### src/design/cspl_pkg.sv
package cspl_pkg;

  localparam int IN_W        = 16;
  localparam int PT_W        = IN_W + 2;
  localparam int OUT_W       = 20;
  localparam int TENS_W      = 15;
  localparam int SPS_W       = 6;
  localparam int CFG_IDX_W   = 2;
  localparam int CFG_DATA_W  = 15;
  localparam int HW          = 56;
  localparam int MW          = HW - 10;
  localparam int QB          = 21;
  localparam int JQ_DEPTH    = 2;
  localparam int DEF_MAX_SAMPLES = 32;
  localparam int GRAIN_CAP   = 32;

  localparam logic [TENS_W-1:0] DEF_TENSION = TENS_W'(8192);
  localparam logic [SPS_W-1:0]  DEF_SAMPLES = SPS_W'(16);
  localparam logic              DEF_REFLECT = 1'b0;

  typedef enum logic [CFG_IDX_W-1:0] {
    CFG_TENSION = 2'd0,
    CFG_SAMPLES = 2'd1,
    CFG_REFLECT = 2'd2
  } cfg_idx_t;

  typedef struct packed {
    logic signed [IN_W-1:0] point_x;
    logic signed [IN_W-1:0] point_y;
    logic                   last_point;
  } in_word_t;

  typedef struct packed {
    logic signed [OUT_W-1:0] curve_x;
    logic signed [OUT_W-1:0] curve_y;
    logic                    run_end;
  } out_word_t;

  typedef logic signed [PT_W-1:0] coord_t;

  typedef struct packed {
    coord_t a;
    coord_t b;
    coord_t c;
    coord_t d;
  } pts_t;

  typedef struct packed {
    logic point;
    logic last;
    pts_t xp;
    pts_t yp;
  } job_t;

  typedef struct packed {
    logic [TENS_W-1:0] tension;
    logic [SPS_W-1:0]  samples;
    logic              reflect;
  } cfg_t;

  typedef enum logic [3:0] {
    LANE_HOLD,
    LANE_LOAD,
    LANE_C1,
    LANE_C2,
    LANE_C3,
    LANE_K2,
    LANE_K3,
    LANE_K4,
    LANE_H0,
    LANE_H1,
    LANE_H2,
    LANE_DINIT,
    LANE_DSTEP
  } lane_op_t;

  typedef struct packed {
    lane_op_t          op;
    logic              point;
    logic [TENS_W-1:0] tension;
    logic [SPS_W-1:0]  j;
    logic [SPS_W-1:0]  grain;
    logic [10:0]       g2;
    logic [15:0]       g3;
  } lane_ctl_t;

  typedef enum logic [2:0] {
    B_IDLE,
    B_SETUP,
    B_HORN,
    B_DINIT,
    B_DIV,
    B_OUT
  } back_state_t;

endpackage

### src/design/cspl_front.sv
module cspl_front import cspl_pkg::*; (
  input  logic     clk,
  input  logic     rst_n,
  input  logic     in_push,
  input  in_word_t in_word,
  output logic     in_full,
  input  logic     reflect,
  output logic     jq_push,
  output job_t     jq_word,
  input  logic     jq_full
);

  logic signed [IN_W-1:0] rx_r [3];
  logic signed [IN_W-1:0] ry_r [3];
  logic [1:0] seen_r, seen_nxt;
  logic [1:0] pend_r, pend_nxt;
  job_t       job0_r, job1_r, job0_nxt, job1_nxt;
  job_t       nj0, nj1;
  logic [1:0] njobs;
  logic       accept, last;
  coord_t     x, y, r0x, r0y, r1x, r1y, r2x, r2y;
  coord_t     fgx, fgy, bgx2, bgy2, bgx3, bgy3;

  assign in_full = (pend_r != 2'd0);
  assign accept  = in_push && !in_full;
  assign last    = in_word.last_point;
  assign jq_push = (pend_r != 2'd0);
  assign jq_word = job0_r;

  assign x   = PT_W'(in_word.point_x);
  assign y   = PT_W'(in_word.point_y);
  assign r0x = PT_W'(rx_r[0]);
  assign r0y = PT_W'(ry_r[0]);
  assign r1x = PT_W'(rx_r[1]);
  assign r1y = PT_W'(ry_r[1]);
  assign r2x = PT_W'(rx_r[2]);
  assign r2y = PT_W'(ry_r[2]);

  // ghost points: reflected when reflect is set, else a copy of the end point
  assign fgx  = reflect ? x + r1x - r2x : r1x;
  assign fgy  = reflect ? y + r1y - r2y : r1y;
  assign bgx2 = reflect ? x - r2x + r1x : x;
  assign bgy2 = reflect ? y - r2y + r1y : y;
  assign bgx3 = bgx2;
  assign bgy3 = bgy2;

  always_comb begin
    nj0      = '0;
    nj1      = '0;
    njobs    = 2'd0;
    seen_nxt = last ? 2'd0 : ((seen_r == 2'd3) ? 2'd3 : seen_r + 2'd1);
    unique case (seen_r)
      2'd0: begin
        njobs = 2'd0;
      end
      2'd1: begin
        nj0.point = 1'b1;
        nj0.last  = !last;
        nj0.xp    = '{r2x, r2x, r2x, r2x};
        nj0.yp    = '{r2y, r2y, r2y, r2y};
        nj1.point = 1'b0;
        nj1.last  = 1'b1;
        nj1.xp    = '{r2x, r2x, x, x};
        nj1.yp    = '{r2y, r2y, y, y};
        njobs     = last ? 2'd2 : 2'd1;
      end
      2'd2: begin
        nj0.last  = !last;
        nj0.xp    = '{fgx, r1x, r2x, x};
        nj0.yp    = '{fgy, r1y, r2y, y};
        nj1.last  = 1'b1;
        nj1.xp    = '{r1x, r2x, x, bgx2};
        nj1.yp    = '{r1y, r2y, y, bgy2};
        njobs     = last ? 2'd2 : 2'd1;
      end
      default: begin
        nj0.last  = !last;
        nj0.xp    = '{r0x, r1x, r2x, x};
        nj0.yp    = '{r0y, r1y, r2y, y};
        nj1.last  = 1'b1;
        nj1.xp    = '{r1x, r2x, x, bgx3};
        nj1.yp    = '{r1y, r2y, y, bgy3};
        njobs     = last ? 2'd2 : 2'd1;
      end
    endcase
  end

  always_comb begin
    pend_nxt = pend_r;
    job0_nxt = job0_r;
    job1_nxt = job1_r;
    if (accept) begin
      pend_nxt = njobs;
      job0_nxt = nj0;
      job1_nxt = nj1;
    end else if (jq_push && !jq_full) begin
      pend_nxt = pend_r - 2'd1;
      job0_nxt = job1_r;
    end
  end

  always_ff @(posedge clk) begin
    if (!rst_n) begin
      seen_r <= 2'd0;
      pend_r <= 2'd0;
      for (int i = 0; i < 3; i++) begin
        rx_r[i] <= '0;
        ry_r[i] <= '0;
      end
    end else begin
      pend_r <= pend_nxt;
      if (accept) begin
        seen_r  <= seen_nxt;
        rx_r[0] <= rx_r[1];
        rx_r[1] <= rx_r[2];
        rx_r[2] <= in_word.point_x;
        ry_r[0] <= ry_r[1];
        ry_r[1] <= ry_r[2];
        ry_r[2] <= in_word.point_y;
      end
    end
  end

  always_ff @(posedge clk) begin
    job0_r <= job0_nxt;
    job1_r <= job1_nxt;
  end

endmodule

### config.mk
export PLATFORM = sky130hd
export DESIGN_NAME = cspl_front
export DESIGN_NICKNAME = d
export VERILOG_FILES = /design/src/design/cspl_pkg.sv /design/src/design/cspl_front.sv
export SDC_FILE = /design/constraint.sdc
export NUM_CORES = 1
export LEC_CHECK = 0
export BUFFER_PORTS_ARGS = -buffer_cell sky130_fd_sc_hd__buf_2
export CAP_MARGIN = 20
export CELL_PAD_IN_SITES_DETAIL_PLACEMENT = 0
export CELL_PAD_IN_SITES_GLOBAL_PLACEMENT = 2
export CORE_ASPECT_RATIO = 0.7
export CORE_MARGIN = 1.5
export CORE_UTILIZATION = 40
export DETAILED_ROUTE_END_ITERATION = 7
export GPL_TIMING_DRIVEN = 0
export PLACE_DENSITY_LB_ADDON = 0.1
export SYNTH_ARGS = -nofsm -noshare
export SYNTH_HDL_FRONTEND = slang
export SYNTH_SLANG_ARGS = --single-unit
### constraint.sdc
create_clock -name clk -period 11.4 [get_ports clk]
set_clock_uncertainty 0.2 [all_clocks]
set_input_delay 1.14 -clock clk [delete_from_list [all_inputs] [get_ports clk]]
set_output_delay 1.14 -clock clk [all_outputs]
set_load 0.05 [all_outputs]
==> impl_metrics.env <==
export IMPL_status="finished, final reports clean"
export IMPL_cpMostUsedCell="fa_1"
export IMPL_crit_slowest_cell="fa_1"
export IMPL_power_density_nw_per_um2=238
export IMPL_hold_slack_ns=0.304
export IMPL_ys_ff_latch=371
export IMPL_fin_crit_ns=4.21
export IMPL_drc_errors=0
export IMPL_leakagePower_nw=9.02
export IMPL_worst_pin_slew_ns=1.19
export IMPL_drtIter0Drc=1509
export IMPL_die_area_um2=47900
export IMPL_max_cap_violations=0
export IMPL_crit_path_start_kind="input port"
export IMPL_ys_seq_area_frac=0.596
export IMPL_die_h_um=183
export IMPL_slew_viol_final=0
export IMPL_fillers=4224
export IMPL_rr_worst_depth=9
export IMPL_grt_ovfl_total=0
export IMPL_fin_nets=1958
export IMPL_synth_commonest_cells="edfxtp_1 (367), nand2_1 (190), nor2_1 (155)"
export IMPL_avgRoutedWirePerCell_um=25.9
export IMPL_synthCells=1615
export IMPL_min_path_type="reg2reg"
export IMPL_yosys_area_top_type_share=0.592
export IMPL_combPwrFrac=0.371
export IMPL_max_vdd_ir_drop_v=0.000118
export IMPL_htreeDepth=2
export IMPL_final_util=0.480
export IMPL_crit_family="compound AO/OA/AOI/OAI gates"
export IMPL_dp_hpwl_mm=45.4
export IMPL_setup_slack_ns=7.19
export IMPL_yosysWarnings=0
export IMPL_grt_max_degree=52
export IMPL_num_antenna_cells=0
export IMPL_grt_total_usage=0.269
export IMPL_cts_sinks=371
export IMPL_post_cts_setup_buffer_count=0
export IMPL_coreArea_um2=45500
export IMPL_hold_start="pend_r[1]$_SDFFE_PN0P_"
export IMPL_switchingPower_mw=2.06
export IMPL_hold_end="pend_r[1]$_SDFFE_PN0P_"
export IMPL_rows=65
export IMPL_gp_congestion=0.926
export IMPL_routed_via_density=5.57
export IMPL_intPower_mw=3.13
export IMPL_finalCritPeriodShare=0.370
export IMPL_synth_net_count=1722
export IMPL_layout_drive_gt1_share=0.181
export IMPL_crit_required_ns=11.38
export IMPL_drt_wl_total_mm=64.2
export IMPL_insertion_delay_ns=0.55
export IMPL_yosysTopAreaCell="edfxtp_1"
export IMPL_clockBufferDepth=3
export IMPL_r2r_end="jq_word[68]$_DFFE_PP_"
export IMPL_hold_buffers=0
export IMPL_async_flop_share=0
export IMPL_crit_type="in2reg"
export IMPL_via_count=13800
export IMPL_grt_pass1_wl_mm=92.2
export IMPL_synth_edf_count=367
export IMPL_final_cell_area_um2=21800
export IMPL_rsz0062_at_grt="false"
export IMPL_p_clk_frac=0.254
export IMPL_slew_limit_headroom=0.204
export IMPL_final_antenna_net_count=0
export IMPL_cts_resized=0
export IMPL_ctsRootBufferMaster="clkbuf_16"
export IMPL_dpl_cell_area_um2=20500
export IMPL_finalSetupViolations=0
export IMPL_holdPathStages=1
export IMPL_grt_pass1_vias=13300
export IMPL_rrSetupSlack_ns=7.47
export IMPL_cts_tree="done"
export IMPL_syn_to_final_growth_pct=17.2
export IMPL_arrival_ns=4.20
export IMPL_hold_viol_final=0
export IMPL_dr_pass1_iters=5
export IMPL_switching_share=0.397
export IMPL_syn_avg_cell_area_um2=11.5
export IMPL_achievable_frequency_mhz=237
export IMPL_path_cells="buf_2 -> inv_1 -> fa_1 -> fa_1 -> nand2b_1 -> a21oi_1 -> o22ai_1 -> o21ai_1 -> a31oi_1 -> xor2_1 -> a41oi_1"
export IMPL_crit_fanout=5
export IMPL_synth_most_common_cell="edfxtp_1"
export IMPL_syn_area_um2=18600
export IMPL_start_util=0.409
export IMPL_clk_pin_slew_ns=0.06
export IMPL_antenna_found_initial=3
export IMPL_post_place_ws_ns=6.68
export IMPL_sequentialPowerShare=0.375
export IMPL_ys_top_cells_by_area="edfxtp_1 (59%), nand2_1 (3.8%), fa_1 (3.4%)"
export IMPL_setup_tns_ns=0
export IMPL_cts_buffers=39
export IMPL_die_width_um=261
export IMPL_synthFlopType="edfxtp_1"
export IMPL_crit_path_end_kind="register"
export IMPL_yosysUniqueCellTypes=65
export IMPL_io_pins=186
export IMPL_port_buffers=184
export IMPL_reg2reg_from="ry_r[0][33]$_SDFFCE_PN0P_"
export IMPL_path_buf_inv=2
export IMPL_max_stage_delay_ns=0.53
[area by class of cell]
class                   instances  area, µm²  share of cell area
flip-flops and latches        371      11100               0.509
inverters                     148        556              0.0255
plain buffers                 105        454              0.0208
clock inverters                24        278              0.0127
well taps                     603        754              0.0346
multi-input cells             991       6520               0.299
clock buffers                  44        995              0.0456
repair buffers                195       1150              0.0526
[sequential cells by signal, summed over array words and instances, names as in the netlist]
signal	count
seen_r	2
ry_r	48
job1_r	133
pend_r	2
rx_r	48
jq_word	138
[power by group through the flow]
stage	combinational (mW)	clock [mW]	sequential, mW
after floorplan	0.876	0	2.44
after global placement	1.86	0	2.04
after detailed placement	1.90	0	1.97
after CTS	1.91	1.34	1.94
after global routing	2.06	1.38	1.97
final	1.92	1.32	1.94
[cells in the final DEF (no fill, tap or decap), types with 10 or more instances in the layout]
| master | netlist | final |
|---|---|---|
| a21o_1 | 11 | 11 |
| a21oi_1 | 49 | 49 |
| a221oi_1 | 35 | 35 |
| a31oi_1 | 11 | 11 |
| and3_1 | 98 | 98 |
| buf_1 | 12 | 11 |
| buf_2 | 11 | 196 |
| buf_4 | 10 | 10 |
| clkbuf_1 | 71 | 76 |
| clkbuf_16 | 0 | 39 |
| edfxtp_1 | 367 | 367 |
| fa_1 | 32 | 32 |
| ha_1 | 37 | 37 |
| inv_1 | 146 | 146 |
| mux2_2 | 52 | 52 |
| mux2i_1 | 28 | 27 |
| nand2_1 | 190 | 189 |
| nand3_1 | 13 | 13 |
| nor2_1 | 155 | 155 |
| nor2b_1 | 36 | 36 |
| nor3_1 | 12 | 12 |
| o21a_1 | 11 | 11 |
| o21ai_0 | 93 | 93 |
| o21ai_1 | 19 | 19 |
| xnor2_1 | 15 | 15 |
[logic make-up after synthesis]
| kind of cell | synth area share |
|---|---|
| AOI/OAI and AO/OA | 0.102 |
| DFF | 0.596 |
| adders and majority gates | 0.0593 |
| and+or+nand+nor | 0.130 |
| xor gates and xnor gates | 0.0108 |
| muxes | 0.0471 |
| buffers and inverters | 0.0542 |
[through the flow]
step	total power, mW	instances
final	5.19	2481
after global routing	5.41	2481
after global placement	3.89	2402
after CTS	5.19	2481
after floorplan	3.31	1615
after detailed placement	3.87	2413
[layer usage]
metal | track usage | part of all wire
met3 | 0.0561 | 0.086
met1 | 0.418 | 0.48
met5 | 0.0165 | 0.0017
met2 | 0.380 | 0.41
met4 | 0.0627 | 0.020
[worst max path at each step]
| stage | startpoint | to | slack, ns | cells past startpoint |
|---|---|---|---|---|
| floorplan | jq_full | pend_r[1]$_SDFFE_PN0P_ | 2.02 | 3 |
| global placement | jq_full | pend_r[1]$_SDFFE_PN0P_ | -1.22 | 4 |
| global route | in_word[2] | jq_word[68]$_DFFE_PP_ | 7.08 | 11 |
| finish | in_word[2] | jq_word[68]$_DFFE_PP_ | 7.19 | 11 |
| detailed placement | in_word[2] | jq_word[68]$_DFFE_PP_ | 6.68 | 11 |
| CTS | in_word[2] | jq_word[68]$_DFFE_PP_ | 7.27 | 11 |
Note: power is estimated with default switching activity, not from simulation.
