===== src/design/cspl_pkg.sv =====
package cspl_pkg;

  localparam int IN_W        = 16;
  localparam int PT_W        = IN_W + 2;
  localparam int OUT_W       = 20;
  localparam int TENS_W      = 15;
  localparam int SPS_W       = 6;
  localparam int CFG_IDX_W   = 2;
  localparam int CFG_DATA_W  = 15;
  localparam int HW          = 56;
  localparam int MW          = HW - 10;
  localparam int QB          = 21;
  localparam int JQ_DEPTH    = 2;
  localparam int DEF_MAX_SAMPLES = 32;
  localparam int GRAIN_CAP   = 32;

  localparam logic [TENS_W-1:0] DEF_TENSION = TENS_W'(8192);
  localparam logic [SPS_W-1:0]  DEF_SAMPLES = SPS_W'(16);
  localparam logic              DEF_REFLECT = 1'b0;

  typedef enum logic [CFG_IDX_W-1:0] {
    CFG_TENSION = 2'd0,
    CFG_SAMPLES = 2'd1,
    CFG_REFLECT = 2'd2
  } cfg_idx_t;

  typedef struct packed {
    logic signed [IN_W-1:0] point_x;
    logic signed [IN_W-1:0] point_y;
    logic                   last_point;
  } in_word_t;

  typedef struct packed {
    logic signed [OUT_W-1:0] curve_x;
    logic signed [OUT_W-1:0] curve_y;
    logic                    run_end;
  } out_word_t;

  typedef logic signed [PT_W-1:0] coord_t;

  typedef struct packed {
    coord_t a;
    coord_t b;
    coord_t c;
    coord_t d;
  } pts_t;

  typedef struct packed {
    logic point;
    logic last;
    pts_t xp;
    pts_t yp;
  } job_t;

  typedef struct packed {
    logic [TENS_W-1:0] tension;
    logic [SPS_W-1:0]  samples;
    logic              reflect;
  } cfg_t;

  typedef enum logic [3:0] {
    LANE_HOLD,
    LANE_LOAD,
    LANE_C1,
    LANE_C2,
    LANE_C3,
    LANE_K2,
    LANE_K3,
    LANE_K4,
    LANE_H0,
    LANE_H1,
    LANE_H2,
    LANE_DINIT,
    LANE_DSTEP
  } lane_op_t;

  typedef struct packed {
    lane_op_t          op;
    logic              point;
    logic [TENS_W-1:0] tension;
    logic [SPS_W-1:0]  j;
    logic [SPS_W-1:0]  grain;
    logic [10:0]       g2;
    logic [15:0]       g3;
  } lane_ctl_t;

  typedef enum logic [2:0] {
    B_IDLE,
    B_SETUP,
    B_HORN,
    B_DINIT,
    B_DIV,
    B_OUT
  } back_state_t;

endpackage


===== src/design/cspl_jobq.sv =====
module cspl_jobq import cspl_pkg::*; (
  input  logic clk,
  input  logic rst_n,
  input  logic push,
  input  job_t push_word,
  output logic full,
  input  logic pop,
  output job_t head_word,
  output logic empty
);

  localparam int PW = (JQ_DEPTH > 1) ? $clog2(JQ_DEPTH) : 1;
  localparam int CW = $clog2(JQ_DEPTH + 1);

  job_t            mem_r [JQ_DEPTH];
  logic [PW-1:0]   wr_r, wr_nxt, rd_r, rd_nxt;
  logic [CW-1:0]   cnt_r, cnt_nxt;
  logic            do_push, do_pop;

  assign full      = (cnt_r == CW'(JQ_DEPTH));
  assign empty     = (cnt_r == '0);
  assign head_word = mem_r[rd_r];
  assign do_push   = push && !full;
  assign do_pop    = pop && !empty;

  always_comb begin
    wr_nxt  = wr_r;
    rd_nxt  = rd_r;
    cnt_nxt = cnt_r;
    if (do_push) begin
      wr_nxt = (wr_r == PW'(JQ_DEPTH - 1)) ? '0 : wr_r + 1'b1;
    end
    if (do_pop) begin
      rd_nxt = (rd_r == PW'(JQ_DEPTH - 1)) ? '0 : rd_r + 1'b1;
    end
    if (do_push && !do_pop) begin
      cnt_nxt = cnt_r + 1'b1;
    end else if (do_pop && !do_push) begin
      cnt_nxt = cnt_r - 1'b1;
    end
  end

  always_ff @(posedge clk) begin
    if (!rst_n) begin
      wr_r  <= '0;
      rd_r  <= '0;
      cnt_r <= '0;
    end else begin
      wr_r  <= wr_nxt;
      rd_r  <= rd_nxt;
      cnt_r <= cnt_nxt;
    end
  end

  always_ff @(posedge clk) begin
    if (do_push) begin
      mem_r[wr_r] <= push_word;
    end
  end

endmodule


===== config.mk =====
export PLATFORM = sky130hd
export DESIGN_NAME = cspl_jobq
export DESIGN_NICKNAME = d
export VERILOG_FILES = /design/src/design/cspl_pkg.sv /design/src/design/cspl_jobq.sv
export SDC_FILE = /design/constraint.sdc
export NUM_CORES = 1
export LEC_CHECK = 0
export ABC_AREA = 1
export BUFFER_PORTS_ARGS = -buffer_cell sky130_fd_sc_hd__buf_2
export CORE_ASPECT_RATIO = 1.2
export CORE_MARGIN = 2
export CORE_UTILIZATION = 33
export DETAILED_ROUTE_END_ITERATION = 12
export SLEW_MARGIN = 20
export SYNTH_ARGS = -nofsm -noshare
export SYNTH_HDL_FRONTEND = slang
export SYNTH_SLANG_ARGS = --single-unit

===== constraint.sdc =====
create_clock -name clk -period 23.2 [get_ports clk]
set_clock_uncertainty 0.1 [all_clocks]
set_input_delay 4.64 -clock clk [delete_from_list [all_inputs] [get_ports clk]]
set_output_delay 4.64 -clock clk [all_outputs]
set_load 0.02 [all_outputs]

==> results of run 1 <==
[kinds of logic (layout without fill, tap and decap cells)]
kind of cell             count (synthesis)  in the layout
flip-flops                             297            297
multiplexers                           146            146
buffers and inverters                   25            371
AND/OR/NAND/NOR                         19             19
AO/OA/AOI/OAI                            4              4
adder cells (fa/ha/maj)                  1              1
other                                    0              4
[layer usage]
metal	vias up	wire length (µm)	global-route usage
met5	-	34	0
met3	49	1867	0.04211
met4	6	641	0.04884
met1	2724	8428	0.1356
li1	2596	-	-
met2	201	11390	0.2204
[critical path, cell delays in order, from the launching register on]
cell and delay (ns):
dfxtp_4 0.58, buf_4 0.74, buf_4 0.73, mux2_2 0.44
buf_2 0.17
[worst max path at each step]
stage | slack (ns) | from | end
6_report | 15.14 | flip-flop | head_word[94]
5_1_grt | 14.90 | flip-flop | head_word[94]
4_1_cts | 15.00 | flip-flop | head_word[94]
3_5_place_dp | 15.63 | flip-flop | head_word[94]
3_3_place_gp | 15.63 | flip-flop | head_word[94]
2_1_floorplan | 11.64 | push | mem_r[0][0]
[registers in the layout, summed over array words and instances, names as in the netlist, named ones only]
register  flops
rd_r          1
wr_r          1
mem_r       292
cnt_r         2
[placed cells by master, fill, tap and decap left out, drive strengths merged, types with 4 or more instances in the layout]
cell / count
mux2: 146
clkbuf: 35
nor2: 11
nand2: 6
clkinv: 12
buf: 305
bufinv: 5
inv: 12
dfxtp: 5
edfxtp: 292
diode: 4
[power breakdown]
group | internal, mW | switching [mW]
registers | 0.679 | 0.0213
clock network | 0.300 | 0.199
logic | 0.140 | 0.230
total | 1.12 | 0.450
[synthesized netlist by cell type (all sizes together)]
cell / n / area [µm²]
edfxtp: 292 / 8768
mux2: 146 / 1644
nor2: 11 / 41.29
clkbuf: 10 / 137.6
inv: 9 / 33.78
buf: 6 / 67.56
nand2: 6 / 22.52
dfxtp: 5 / 100.1
o21ai: 3 / 15.01
a21oi: 1 / 5.000
ha: 1 / 12.51
nand3: 1 / 5.000
nand4: 1 / 6.260
[layout make-up]
type | count | area share
clock buffer | 35 | 0.05731
multi-input combinational | 170 | 0.1280
timing repair buffer | 305 | 0.1135
sequential | 297 | 0.6431
tap | 407 | 0.03691
clock inverter | 22 | 0.01796
antenna | 4 | 0.0007255
inverter | 9 | 0.002449
[metrics by stage]
step | std cells | utilization | hold WS, ns | instance area (µm²) | setup slack, ns
6_report | 1249 | 0.4266 | 0.4055 | 13800 | 15.14
5_1_grt | 1248 | 0.4265 | 0.4645 | 13790 | 14.90
4_1_cts | 1244 | 0.4254 | 0.4131 | 13760 | 15.00
3_5_place_dp | 1187 | 0.3933 | 0.3968 | 12720 | 15.63
3_3_place_gp | 1187 | 0.3933 | 0.3820 | 12720 | 15.63
2_1_floorplan | 492 | - | 0.3669 | 10860 | 11.64
==> results.ini, run 1 <==
[routing]
drt_wl_total_um=22360
via_count=5576
routed_via_density=4.464
drc=0
firstDrtPassIters=4
wl_per_cell_um=17.90
drt_iter0_markers=272
route.antenna.remaining_nets=0

[sta]
finalMaxSlewViolations=0
finalCriticalPeriod_ns=8.058
slew_headroom=0.3128
max_freq_mhz=124.1
setup_violations=0
hold_viol=0
rsz0062_at_grt=false
tns_ns=0
worst_slew_pin_slew_ns=1.031
fin_crit_sh=0.3473

[yosys]
synth_xor_area_frac=0
ys_types=14
yosysWarningCount=0
netlist_area_mm2=0.01086
syn_inst=492
synth_top_family_by_area=multiplexers
synth_fa_ha_area_frac=0.001152
ys_ff_latch=297
synth_compound_area_frac=0.001844
synth_seq_area_share=0.8167
synthMuxAreaShare=0.1514
yosys.area_share.simple=0.006913
avgSynthCellArea_um2=22.07
syn-num-nets=643

[flow_run]
max-cap-violations=0

[cts]
clock_latency_ns=0.56
hold_buffers=0
clkTransAtPathRegs_ns=0.06
clockBufferDepth=3
cts_resized=0
root_buffer=clkbuf_16
postCtsSetupBuffers=0
clock-sinks=297
h-tree-depth=1
cts_tree=built
cts_buffers=31

[worst_setup_path]
worstReg2RegEnd=mem_r[1][14]
reg2reg_slack_ns=20.57
cp_max_fo=61
required_ns=18.46
crit_path_end_kind=output pin
reg2reg_from=cnt_r[0]
critPathArrivalTime_ns=3.32
critPathKind=flip-flop to output pin
critPathLaunchType=flip-flop
reg2reg_depth=4

[pwr]
ir_worst_vdd_v=0.00006930
total_power_mw=1.570
power_density_mw_per_mm2=113.8
p_leak_nw=5.109

[grt]
grt_pass1_vias=5843
grt_overflow=0
grt_max_degree=77
grt_usage=0.1239
grt_pass1_wl_um=32510
antenna_found_initial=7

[floorplanning]
pin_count=298
design.die.area_mm2=0.03438
start_util=0.3358
core_region_area_mm2=0.03234
num_rows=72
die_w_um=169.6
die-height_um=202.7

[min_path]
hold_path.startpoint=rd_r
holdPathStages=2
hold_end=rd_r
hold_path.class=flip-flop to flip-flop

[placed_design]
io_buffers=297
hpwlAfterDp_um=14690
gp_congestion=0.7531

[cells_and_area]
drive_gt1_frac=0.5955
fill_cells=2920
multiInputGateArea_mm2=0.001767
area_delta_synth_final_pct=27.05
nets=965
regArea_mm2=0.008872

[outcome]
status=finished, final reports clean

Note: power is estimated with default switching activity, not from simulation.
==> inputs of run 2 (changes only) <==
clock period = 7.78 ns   (was 23.2 ns; I/O delays follow)
==> run 2 against run 1 <==
Net effect:
- register-to-register slack got worse by 15 ns
- sequential power increased to 3.0 times the previous value
- first-iteration DRC count increased by 11%
- power increased to 3.0 times the previous value
- global-route usage decreased by 0.37 points
- largest power group unchanged
- core utilization decreased by 0.10 points
- combinational power increased to 3.0 times the previous value
- critical endpoint is now head_word[122]
- critical path depth decreased by 1
==> results.ini, run 2 (same netlist as run 1, synthesis figures left out) <==
[cells_and_area]
final_common_cell=buf_2
fill_cells=2862
fin_util=0.4256
regArea_mm2=0.008872
multiInputGateArea_mm2=0.001767
final_cell_mix=buf_2 (297), edfxtp_1 (292), mux2_2 (146), clkbuf_16 (31), clkinv_1 (10)
area_delta_synth_final_pct=26.75
final_area_mm2=0.01376
largest_reg_flops=292
nets=964
top_regs=mem_r x292, cnt_r x2
drive_gt1_frac=0.5878
top_register=mem_r

[cts]
cts_tree=built
clock-sinks=297
cts_resized=0
clockBufferDepth=3
postCtsSetupBuffers=0
clock_latency_ns=0.55
hold_buffers=0
cts_buffers=30
clkTransAtPathRegs_ns=0.06
h-tree-depth=1
root_buffer=clkbuf_16

[placed_design]
io_buffers=297
hpwlAfterDp_um=13990
preCtsSetupSlack_ns=3.891
placed_area_mm2=0.01272
gp_congestion=0.7181

[floorplanning]
design.die.area_mm2=0.03438
pin_count=298
die_w_um=169.6
num_rows=72
die-height_um=202.7
start_util=0.3358
core_region_area_mm2=0.03234

[sta]
worst_slew_pin_slew_ns=1.018
hold_viol=0
setup_violations=0
finalCriticalPeriod_ns=4.220
rsz0062_at_grt=false
tns_ns=0
fin_crit_sh=0.5425
finalMaxSlewViolations=0
max_freq_mhz=237.0
layout_setup_ws_ns=3.560
slew_headroom=0.3211

[worst_setup_path]
cp.buffers_inverters=2
cp_cell_sequence=buf_4 -> mux2_2 -> buf_2
cp_max_fo=60
critPathArrivalTime_ns=2.56
required_ns=6.12
critPathLaunchType=flip-flop
path_delay_family=buffers and inverters
crit_path_top_delay_cell=buf_4
crit_path_max_incr_delay_ns=0.72
crit_path_end_kind=output pin
critPathKind=flip-flop to output pin

[pwr]
total_power_mw=4.642
p_leak_nw=5.093
power_density_mw_per_mm2=337.2
ir_worst_vdd_v=0.0002279

[grt]
grt_overflow=0
grt_pass1_wl_um=31800
grt_max_degree=77
antenna_found_initial=7
grt_pass1_vias=5759
grt_usage=0.1203

[routing]
routed_via_density=4.436
drc=0
via_count=5541
drt_iter0_markers=301
firstDrtPassIters=4
route.antenna.remaining_nets=0
drt_wl_total_um=21580
wl_per_cell_um=17.28

[flow_run]
max-cap-violations=0

[min_path]
hold_path.class=flip-flop to flip-flop

[outcome]
status=finished, final reports clean

==> run 2: cell count changes in the layout (fill, tap and decap cells not counted), sizes merged <==
cell      previous run  this run
clkbuf              35        39
diode                4         5
clkinvlp             2         0
inv                 12         9
==> run 2: final cells by class <==
class / count / area share
clock inverter: 17 / 0.01436
multi-input combinational: 170 / 0.1284
clock buffer: 39 / 0.05854
sequential: 297 / 0.6446
inverter: 9 / 0.002454
timing repair buffer: 305 / 0.1138
tap: 407 / 0.03700
antenna: 5 / 0.0009090
==> run 2: path summary, 6_finish.rpt <==
check / start / to / slack (ns) / cells after the start
max: flip-flop / head_word[122] / 3.56 / 3
max reg2reg: cnt_r[0] / mem_r[1][45] / 5.17 / 4
min reg2reg: rd_r / rd_r / 0.41 / 2
min: rd_r / rd_r / 0.41 / 2
==> run 2: metal layers <==
metal,track usage,part of all wire,vias up
li1,-,-,2597
met2,0.2099,0.51,191
met4,0.04609,0.022,4
met1,0.1362,0.38,2720
met3,0.03996,0.082,29
met5,0,0.0013,-
==> run 2: metrics by stage <==
| step | std cells | hold slack, ns |
|---|---|---|
| global placement | 1187 | 0.3797 |
| detailed placement | 1187 | 0.3886 |
| floorplan | 492 | 0.3669 |
| finish | 1249 | 0.4120 |
| global route | 1248 | 0.4341 |
| CTS | 1243 | 0.4166 |
==> run 2: power breakdown <==
group | internal [mW] | switching, mW
clock network | 0.889 | 0.563
registers | 2.02 | 0.0608
logic | 0.419 | 0.687
==> run 2: worst reg2reg max path, cell delays in order, from the launching register on <==
cell,delay [ns]
dfxtp_1,0.40
o21ai_1,0.22
nor2_4,0.14
buf_4,0.51
buf_4,0.75
==> inputs of run 3 (changes only) <==
clock period = 3.9 ns   (was 7.78 ns; I/O delays follow)
==> run 3 against run 2 <==
Net effect:
- register-to-register slack worse by 3.1 ns
- core utilization down 0.074 points
- wire length down 2.3%
- sequential power up 100%
- worst hold slack worse by 0.096 ns
- via count down 0.49%
- combinational power up 100%
- cell count down 0.40%
- global-route usage down 0.077 points
- first-iteration DRC count up 11%
- final area down 0.17%
- power up 95%
- critical endpoint is now head_word[60]
- largest cell class unchanged
- highest routed layer is now met4
==> results.ini, run 3 (same netlist as run 1, synthesis figures left out) <==
[worst_setup_path]
reg2reg_slack_ns=2.11
cp_max_fo=44
cp.buffers_inverters=2
worstReg2RegEnd=cnt_r[1]
cp_cell_sequence=buf_4 -> mux2_2 -> buf_2
critPathKind=flip-flop to output pin
crit_path_top_delay_cell=dfxtp_4
reg2reg_depth=9
path_delay_family=flip-flops
critPathLaunchType=flip-flop
critPathArrivalTime_ns=2.26
crit_path_end_kind=output pin
reg2reg_from=cnt_r[1]
crit_path_max_incr_delay_ns=0.80
required_ns=3.02

[cts]
root_buffer=clkbuf_16
clockBufferDepth=3
clkTransAtPathRegs_ns=0.06
cts_tree=built
h-tree-depth=1
clock-sinks=297
hold_buffers=0
postCtsSetupBuffers=0
clock_latency_ns=0.55
cts_buffers=30
cts_resized=0

[sta]
worst_slew_pin_slew_ns=0.6800
finalCriticalPeriod_ns=3.142
setup_violations=0
slew_headroom=0.5467
fin_crit_sh=0.8055
hold_viol=0
max_freq_mhz=318.3
finalMaxSlewViolations=0
tns_ns=0
rsz0062_at_grt=false

[placed_design]
hpwlAfterDp_um=13800
io_buffers=297
gp_congestion=0.7454
placed_area_mm2=0.01283

[flow_run]
max-cap-violations=0

[routing]
firstDrtPassIters=4
drt_wl_total_um=21080
routed_via_density=4.432
route.antenna.remaining_nets=0
via_count=5514
drt_iter0_markers=335
wl_per_cell_um=16.94
drc=0

[min_path]
hold_path.class=input port to flip-flop
hold_end=mem_r[0][109]
holdPathStages=1
hold_path.startpoint=push_word[109]

[grt]
grt_usage=0.1195
grt_pass1_vias=5870
antenna_found_initial=3
grt_max_degree=77
grt_overflow=0
grt_pass1_wl_um=31880

[cells_and_area]
area_delta_synth_final_pct=26.54
fill_cells=2914
regArea_mm2=0.008872
top_register=mem_r
fin_util=0.4249
largest_reg_flops=292
final_common_cell=buf_2
top_regs=mem_r x292, cnt_r x2
nets=967
final_area_mm2=0.01374
final_cell_mix=buf_2 (297), edfxtp_1 (292), mux2_2 (146), clkbuf_16 (31)
drive_gt1_frac=0.5923
multiInputGateArea_mm2=0.001767

[pwr]
p_leak_nw=5.076
total_power_mw=9.066
ir_worst_vdd_v=0.0004049
power_density_mw_per_mm2=659.8

[outcome]
status=finished, final reports clean

[floorplanning]
pin_count=298
num_rows=72
design.die.area_mm2=0.03438
core_region_area_mm2=0.03234
die_w_um=169.6
start_util=0.3358
die-height_um=202.7

==> run 3: cell count changes in the layout (fill, tap and decap cells not counted) <==
cell,delta
clkinv_2,+1
buf_12,+6
clkinvlp_4,+1
diode_2,-2
clkinv_1,-5
bufinv_16,-3
buf_16,-1
buf_4,-2
==> run 3: final cells by class <==
type / count / area share
well taps: 407 / 0.03706
inverters: 9 / 0.002459
clock buffers: 39 / 0.05864
flip-flops and latches: 297 / 0.6457
multi-input cells: 170 / 0.1286
clock inverters: 11 / 0.007376
diodes: 3 / 0.0005463
repair buffers: 308 / 0.1197
==> run 3: how the worst max path moves through the flow <==
stage,from,end,slack [ns],depth (start not counted)
floorplan,push,mem_r[0][0],-1.35,2
CTS,flip-flop,head_word[60],0.66,3
global placement,flip-flop,head_word[119],1.27,3
global route,flip-flop,head_word[60],0.59,3
detailed placement,flip-flop,head_word[60],1.27,3
finish,flip-flop,head_word[60],0.76,3
==> run 3: per-stage QoR <==
step,hold WS (ns),instances,setup WS (ns)
finish,0.3161,1244,0.7584
global route,0.2901,1244,0.5883
CTS,0.2745,1241,0.6626
detailed placement,0.3923,1191,1.273
global placement,0.3768,1191,1.273
floorplan,0.3669,492,-1.351
==> run 3: worst register-to-register path: stages, from the launching register on <==
cell     delay, ns
dfxtp_1       0.35
inv_1         0.07
o21ai_1       0.42
inv_1         0.12
ha_1          0.34
inv_1         0.08
nand3_1       0.08
nand2_1       0.06
inv_1         0.03
nor2_1        0.08
==> run 3: where the power goes <==
part           total [mW]  switching, mW  leakage [nW]  internal (mW)
combinational        2.22           1.35          1.87          0.872
clock                2.67           1.10         0.439           1.57
sequential           4.18          0.145          2.77           4.03
==> run 3: routing by layer <==
metal  vias up  global-route usage  wire, µm
met3        37             0.03665      1600
li1       2583                   -         -
met5         -                   0         0
met1      2693              0.1354      8166
met2       201              0.2108     10720
met4         0             0.04579       595
